[src/rtl/lkct_pkg.sv]
// ----------------------------------------------------------------------------
// lkct_pkg: shared types and constants
// Pixel type, configuration register indexes and fixed-point constants of the
// luminance keyed color tint.
// ----------------------------------------------------------------------------
package lkct_pkg;

  typedef struct packed {
    logic [7:0] red;
    logic [7:0] green;
    logic [7:0] blue;
    logic [7:0] alpha;
  } pix_t;

  typedef enum logic [1:0] {
    CFG_TARGET_RED   = 2'd0,
    CFG_TARGET_GREEN = 2'd1,
    CFG_TARGET_BLUE  = 2'd2
  } cfg_idx_e;

  localparam int unsigned CfgIdxW = 2;

  localparam logic [7:0] TargetRedRst   = 8'd174;
  localparam logic [7:0] TargetGreenRst = 8'd72;
  localparam logic [7:0] TargetBlueRst  = 8'd255;

  localparam logic [15:0] WeightRed   = 16'd13933;
  localparam logic [15:0] WeightGreen = 16'd46871;
  localparam logic [15:0] WeightBlue  = 16'd4732;

  localparam logic [15:0] LowLuma           = 16'd6554;
  localparam logic [15:0] LowStrength       = 16'd6554;
  localparam logic [15:0] BaseStrength      = 16'd27525;
  localparam logic [15:0] SlopeStrength     = 16'd20972;
  localparam logic [15:0] MaxStrength       = 16'd48497;
  localparam logic [15:0] HighLuma          = 16'd53740;
  localparam logic [15:0] HighOneMinusKeep  = 16'd43254;
  localparam logic [15:0] NormOneMinusKeep  = 16'd60293;

  localparam logic [16:0] OneQ16 = 17'd65536;

  localparam int unsigned Latency = 5;

endpackage

[src/rtl/lkct_mix.sv]
// ----------------------------------------------------------------------------
// lkct_mix: luminance and blend factor pipeline
// Four register stages: weighted sum, divide by 255, strength and keep
// selection, mix product. The pixel and its valid bit travel alongside.
// ----------------------------------------------------------------------------
module lkct_mix
  import lkct_pkg::*;
(
  input  logic        clk_i,
  input  logic        rst_ni,
  input  logic        valid_i,
  input  pix_t        pix_i,
  output logic        valid_o,
  output pix_t        pix_o,
  output logic [15:0] mix_o
);

  logic [3:0]  valid_q;
  pix_t        pix1_q, pix2_q, pix3_q, pix4_q;

  logic [23:0] sum_d, sum_q;
  logic [55:0] recip;
  logic [15:0] luma_d, luma_q;
  logic [31:0] slope_prod;
  logic [15:0] strength_d, strength_q;
  logic [15:0] okeep_d, okeep_q;
  logic [31:0] mix_prod;
  logic [15:0] mix_d, mix_q;

  always_comb begin
    sum_d = 24'(WeightRed) * 24'(pix_i.red) + 24'(WeightGreen) * 24'(pix_i.green)
          + 24'(WeightBlue) * 24'(pix_i.blue);
  end

  // Divide by 255 via reciprocal 2^24 + 2^16 + 2^8 + 2 over 2^32
  always_comb begin
    recip = (56'(sum_q) << 24) + (56'(sum_q) << 16) + (56'(sum_q) << 8)
          + (56'(sum_q) << 1);
    luma_d = recip[48] ? 16'hFFFF : recip[47:32];
  end

  always_comb begin
    slope_prod = 32'(luma_q) * 32'(SlopeStrength);
    if (luma_q < LowLuma) begin
      strength_d = LowStrength;
    end else if (BaseStrength + slope_prod[31:16] > MaxStrength) begin
      strength_d = MaxStrength;
    end else begin
      strength_d = BaseStrength + slope_prod[31:16];
    end
    okeep_d = (luma_q > HighLuma) ? HighOneMinusKeep : NormOneMinusKeep;
  end

  always_comb begin
    mix_prod = 32'(strength_q) * 32'(okeep_q);
    mix_d    = mix_prod[31:16];
  end

  always_ff @(posedge clk_i or negedge rst_ni) begin
    if (!rst_ni) begin
      valid_q <= '0;
    end else begin
      valid_q <= {valid_q[2:0], valid_i};
    end
  end

  always_ff @(posedge clk_i) begin
    sum_q      <= sum_d;
    luma_q     <= luma_d;
    strength_q <= strength_d;
    okeep_q    <= okeep_d;
    mix_q      <= mix_d;
    pix1_q     <= pix_i;
    pix2_q     <= pix1_q;
    pix3_q     <= pix2_q;
    pix4_q     <= pix3_q;
  end

  assign valid_o = valid_q[3];
  assign pix_o   = pix4_q;
  assign mix_o   = mix_q;

endmodule

[src/rtl/luminance_keyed_color_tint.sv]
// ----------------------------------------------------------------------------
// luminance_keyed_color_tint: RGBA tint keyed on Rec.709 luminance
// Blends each color channel toward a programmable target color by a factor
// derived from the pixel's luminance; transparent pixels pass unchanged.
// ----------------------------------------------------------------------------
// Usage:
//   A request is taken at each rising edge where start_i is high and busy_o
//   is low. busy_o stays low, so one pixel can enter every cycle.
//   The result appears on red_o, green_o, blue_o, alpha_o for one cycle with
//   done_o high. Results leave in request order, one per request.
//   Throughput is one pixel per clock; latency is set by the five register
//   stages: weighted sum, divide by 255, strength select, mix product, blend.
//   Target color registers are written through cfg_we_i, cfg_idx_i and
//   cfg_data_i; the user must write them only while no request is in flight,
//   which the block itself does not enforce. An unknown index is ignored.
//   Reset clears all valid bits and loads the target color 174, 72, 255.
//   The receiver cannot stall: done_o marks a result valid for one cycle.
// ----------------------------------------------------------------------------
module luminance_keyed_color_tint
  import lkct_pkg::*;
(
  input  logic               clk_i,
  input  logic               rst_ni,
  input  logic               start_i,
  output logic               busy_o,
  input  logic [7:0]         red_i,
  input  logic [7:0]         green_i,
  input  logic [7:0]         blue_i,
  input  logic [7:0]         alpha_i,
  output logic               done_o,
  output logic [7:0]         red_o,
  output logic [7:0]         green_o,
  output logic [7:0]         blue_o,
  output logic [7:0]         alpha_o,
  input  logic               cfg_we_i,
  input  logic [CfgIdxW-1:0] cfg_idx_i,
  input  logic [7:0]         cfg_data_i
);

  logic [7:0]  target_red_q, target_green_q, target_blue_q;
  pix_t        pix_in;
  logic        mix_valid;
  pix_t        mix_pix;
  logic [15:0] mix;
  logic [16:0] inv_mix;
  logic [24:0] acc_red, acc_green, acc_blue;
  pix_t        out_d, out_q;
  logic        done_q;

  assign busy_o = 1'b0;

  always_ff @(posedge clk_i or negedge rst_ni) begin
    if (!rst_ni) begin
      target_red_q   <= TargetRedRst;
      target_green_q <= TargetGreenRst;
      target_blue_q  <= TargetBlueRst;
    end else if (cfg_we_i) begin
      unique case (cfg_idx_i)
        CFG_TARGET_RED:   target_red_q   <= cfg_data_i;
        CFG_TARGET_GREEN: target_green_q <= cfg_data_i;
        CFG_TARGET_BLUE:  target_blue_q  <= cfg_data_i;
        default: ;
      endcase
    end
  end

  assign pix_in = '{red: red_i, green: green_i, blue: blue_i, alpha: alpha_i};

  lkct_mix u_mix (
    .clk_i   (clk_i),
    .rst_ni  (rst_ni),
    .valid_i (start_i & ~busy_o),
    .pix_i   (pix_in),
    .valid_o (mix_valid),
    .pix_o   (mix_pix),
    .mix_o   (mix)
  );

  always_comb begin
    inv_mix   = OneQ16 - 17'(mix);
    acc_red   = 25'(mix_pix.red) * 25'(inv_mix) + 25'(target_red_q) * 25'(mix);
    acc_green = 25'(mix_pix.green) * 25'(inv_mix) + 25'(target_green_q) * 25'(mix);
    acc_blue  = 25'(mix_pix.blue) * 25'(inv_mix) + 25'(target_blue_q) * 25'(mix);
    out_d.alpha = mix_pix.alpha;
    if (mix_pix.alpha == 8'd0) begin
      out_d.red   = mix_pix.red;
      out_d.green = mix_pix.green;
      out_d.blue  = mix_pix.blue;
    end else begin
      out_d.red   = acc_red[24]   ? 8'hFF : acc_red[23:16];
      out_d.green = acc_green[24] ? 8'hFF : acc_green[23:16];
      out_d.blue  = acc_blue[24]  ? 8'hFF : acc_blue[23:16];
    end
  end

  always_ff @(posedge clk_i or negedge rst_ni) begin
    if (!rst_ni) begin
      done_q <= 1'b0;
    end else begin
      done_q <= mix_valid;
    end
  end

  always_ff @(posedge clk_i) begin
    out_q <= out_d;
  end

  assign done_o  = done_q;
  assign red_o   = out_q.red;
  assign green_o = out_q.green;
  assign blue_o  = out_q.blue;
  assign alpha_o = out_q.alpha;

endmodule

[config.mk]
export PLATFORM = sky130hd
export DESIGN_NAME = luminance_keyed_color_tint
export DESIGN_NICKNAME = d
export VERILOG_FILES = /design/src/rtl/lkct_pkg.sv /design/src/rtl/lkct_mix.sv /design/src/rtl/luminance_keyed_color_tint.sv
export SDC_FILE = /design/constraint.sdc
export NUM_CORES = 2
export LEC_CHECK = 0
export BUFFER_PORTS_ARGS = -buffer_cell sky130_fd_sc_hd__buf_4
export CELL_PAD_IN_SITES_DETAIL_PLACEMENT = 1
export CELL_PAD_IN_SITES_GLOBAL_PLACEMENT = 1
export CORE_MARGIN = 1.5
export CORE_UTILIZATION = 28
export DETAILED_ROUTE_END_ITERATION = 6
export HOLD_SLACK_MARGIN = 0.08
export PLACE_DENSITY = 0.62
export SLEW_MARGIN = 5
export SYNTH_ARGS = -nofsm -noshare
export SYNTH_HDL_FRONTEND = slang
export SYNTH_HIERARCHICAL = 1
export SYNTH_SLANG_ARGS = --single-unit
[constraint.sdc]
create_clock -name clk_i -period 8.3 [get_ports clk_i]
set_clock_uncertainty 0.05 [all_clocks]
set_input_delay 0.83 -clock clk_i [delete_from_list [all_inputs] [get_ports clk_i]]
set_output_delay 0.83 -clock clk_i [all_outputs]
set_load 0.005 [all_outputs]
==> results.yml <==
floorplanning:
  coreArea_mm2: 0.174
  dieWidth_um: 423
  initial_core_util: 0.283
  io-pin-count: 80
  rows: 153
  fp.dieArea_mm2: 0.179
  die_y_um: 423
detailed_routing:
  dr.pass1.iters: 5
  ant_nets: 0
  first_iter_violations: 1012
  vias_per_cell: 4.46
  vias: 32596
  drc: 0
  post_drt_wl_per_cell_um: 17.8
  drt_wl_total_um: 130000
worst_setup_path:
  endpoint_kind: "flop"
  critPathMaxFanout: 9
  required_ns: 8.73
  arrival_ns: 8.29
  critPathLaunchType: "flop"
  path_class: "flop to flop"
status:
  status: "finished clean"
synthesis:
  synth_most_common_cell: "inv_1"
  synth_cell_types: 100
  syn_inst: 4935
  ys_warn_count: 6
  synth_top_cell_by_area: "fa_1"
  synthArstFlopShare: 0.110
  avgSynthCellArea_um2: 9.99
  synthFlopType: "dfxtp_1"
  synthTopCellsByArea: "fa_1 (41%), ha_1 (18%), dfxtp_1 (9.5%), inv_1 (9.1%), and2_1 (5.9%)"
  synth-edff-count: 0
  syn_nets: 6691
  yosysSeqAreaShare: 0.110
  yosys.area.top_type_share: 0.414
  synth-seq-cells: 263
  synthTopCellsByCount: "inv_1 (1,196), fa_1 (1,018), ha_1 (692)"
  syn_area_mm2: 0.0493
clocking:
  cts_resized: 0
  cts_root_buffer: "clkbuf_16"
  cts_sinks: 263
  hold_buffers: 1
  clk_latency_ns: 0.60
  postCtsSetupBuffers: 0
  clockBufferDepth: 3
  h-tree-depth: 2
  clk_pin_slew_ns: 0.06
  cts_made_buffers: 35
  cts_tree: "done"
finish:
  fill_cells: 19721
  syn_to_final_growth_pct: 9.80
  utilization: 0.310
  fin_nets: 6717
  post-route-cell-area_mm2: 0.0541
  multi_input_comb_area_mm2: 0.0389
  layout-drive-gt1-share: 0.0640
  diodes: 0
  seq_area_mm2: 0.00543
sta:
  fin_hold_ws_ns: 0.260
  hold_viol_final: 0
  slew_violations: 0
  rsz0062_at_grt: "false"
  relSlewSlack: 0.336
  fmax_mhz: 127
  setup_viol: 0
  tightest_slew_ns: 0.995
  fin_crit_sh: 0.947
  period_needed_ns: 7.86
global_route:
  antenna_found_initial: 5
  grt_use_total: 0.152
  grt_max_degree: 39
  grt_pass1_vias: 38615
  grt_overflow: 0
  grt_first_pass_wirelength_um: 215000
placement:
  gp_congestion: 0.832
  placed_cell_area_mm2: 0.0528
  hpwlAfterDp_um: 110000
  port_buffers: 78
flow_run:
  maxCapViolCount: 0
worst_hold_path:
  hold_path_class: "flop to flop"
[cells in the final DEF (no fill, tap or decap), drive strengths merged, types with 18 or more instances in the layout]
master,count
a21o,36
a21oi,80
and2,469
buf,144
clkbuf,41
dfxtp,234
fa,1018
ha,692
inv,1202
mux2,30
nand2,431
nand3,23
nand4,20
nor2,73
nor3,39
o21a,18
o21ai,48
o22a,22
xnor2,83
xor2,47
[stage by stage]
step | instances | TNS [ns] | setup slack (ns)
2_1_floorplan | 4935 | 0 | 0.611
3_3_place_gp | 7248 | 0 | 0.111
3_5_place_dp | 7248 | -0.0153 | -0.0153
4_1_cts | 7312 | 0 | 0.363
5_1_grt | 7312 | 0 | 0.0343
6_report | 7312 | 0 | 0.439
[worst max-delay path, stage by stage, from the launching register on]
cell and delay, ns:
dfxtp_1 0.32, or4_4 0.58, nor3_4 0.17, nand2_2 0.12, nor2_1 0.18, xnor2_2 0.31
buf_4 0.33, nand2_1 0.11, fa_1 0.56, fa_1 0.48, fa_1 0.55, inv_1 0.05
fa_1 0.48, fa_1 0.50, inv_1 0.05, fa_1 0.52, inv_1 0.06, ha_1 0.30
a21oi_1 0.13, o21ai_0 0.14, a2111oi_2 0.52, o21ai_1 0.27, o21ai_2 0.23, o221ai_1 0.15
mux2_2 0.38, o22a_1 0.21
[logic make-up (layout without fill, tap and decap cells)]
| kind of cell | Yosys count | in the layout | synth area share |
|---|---|---|---|
| AOI/OAI and AO/OA | 326 | 326 | 0.0481 |
| xor gates and xnor gates | 130 | 130 | 0.0237 |
| adders and majority gates | 1710 | 1710 | 0.589 |
| buffers and inverters | 1352 | 1404 | 0.103 |
| DFF | 263 | 263 | 0.110 |
| muxes | 32 | 32 | 0.00734 |
| other | 1 | 1 | 0.0000761 |
| and+or+nand+nor | 1121 | 1121 | 0.118 |
[registers in the layout, summed over array words and instances (netlist names)]
| signal | flops |
|---|---|
| u_mix/valid_q | 4 |
| u_mix/luma_q | 16 |
| u_mix/pix1_q | 32 |
| alpha_o | 8 |
| target_blue_q | 8 |
| target_red_q | 8 |
| done_o | 1 |
| u_mix/sum_q | 24 |
| u_mix/pix_o | 32 |
| u_mix/pix3_q | 32 |
| u_mix/mix_o | 16 |
| blue_o | 8 |
| u_mix/strength_q | 16 |
| green_o | 8 |
| red_o | 8 |
| target_green_q | 8 |
| u_mix/okeep_q | 2 |
| u_mix/pix2_q | 32 |
[path summary, 6_finish.rpt]
path                             startpoint          endpoint  slack, ns  cells after the start
max                          u_mix/mix_o[2]         blue_o[4]       0.44                     25
min                        u_mix/pix3_q[31]   u_mix/pix_o[31]       0.26                      0
max reg2reg                  u_mix/mix_o[2]         blue_o[4]       0.44                     25
min reg2reg                u_mix/pix3_q[31]   u_mix/pix_o[31]       0.26                      0
max in group asynchronous            rst_ni  target_blue_q[6]       7.23                      2
min in group asynchronous            rst_ni   target_red_q[0]       0.66                      2
[routing by layer]
| layer | up-vias | share of wire | global-route usage |
|---|---|---|---|
| met2 | 343 | 0.51 | 0.271 |
| li1 | 14935 | - | - |
| met4 | 0 | 0.018 | 0.0317 |
| met1 | 17201 | 0.45 | 0.199 |
| met5 | - | 0 | 0 |
| met3 | 117 | 0.026 | 0.0136 |
[area by class of cell]
cell class	count	share of cell area
clock buffers	41	0.0178
clock inverters	22	0.00557
inverters	1196	0.0830
multi-input cells	3320	0.719
flip-flops and latches	263	0.100
well taps	2325	0.0538
repair buffers	145	0.0209
Power is left out: the tool's default activity adds up to more than one toggle a clock period on the data nets, which glitch-free logic cannot reach.
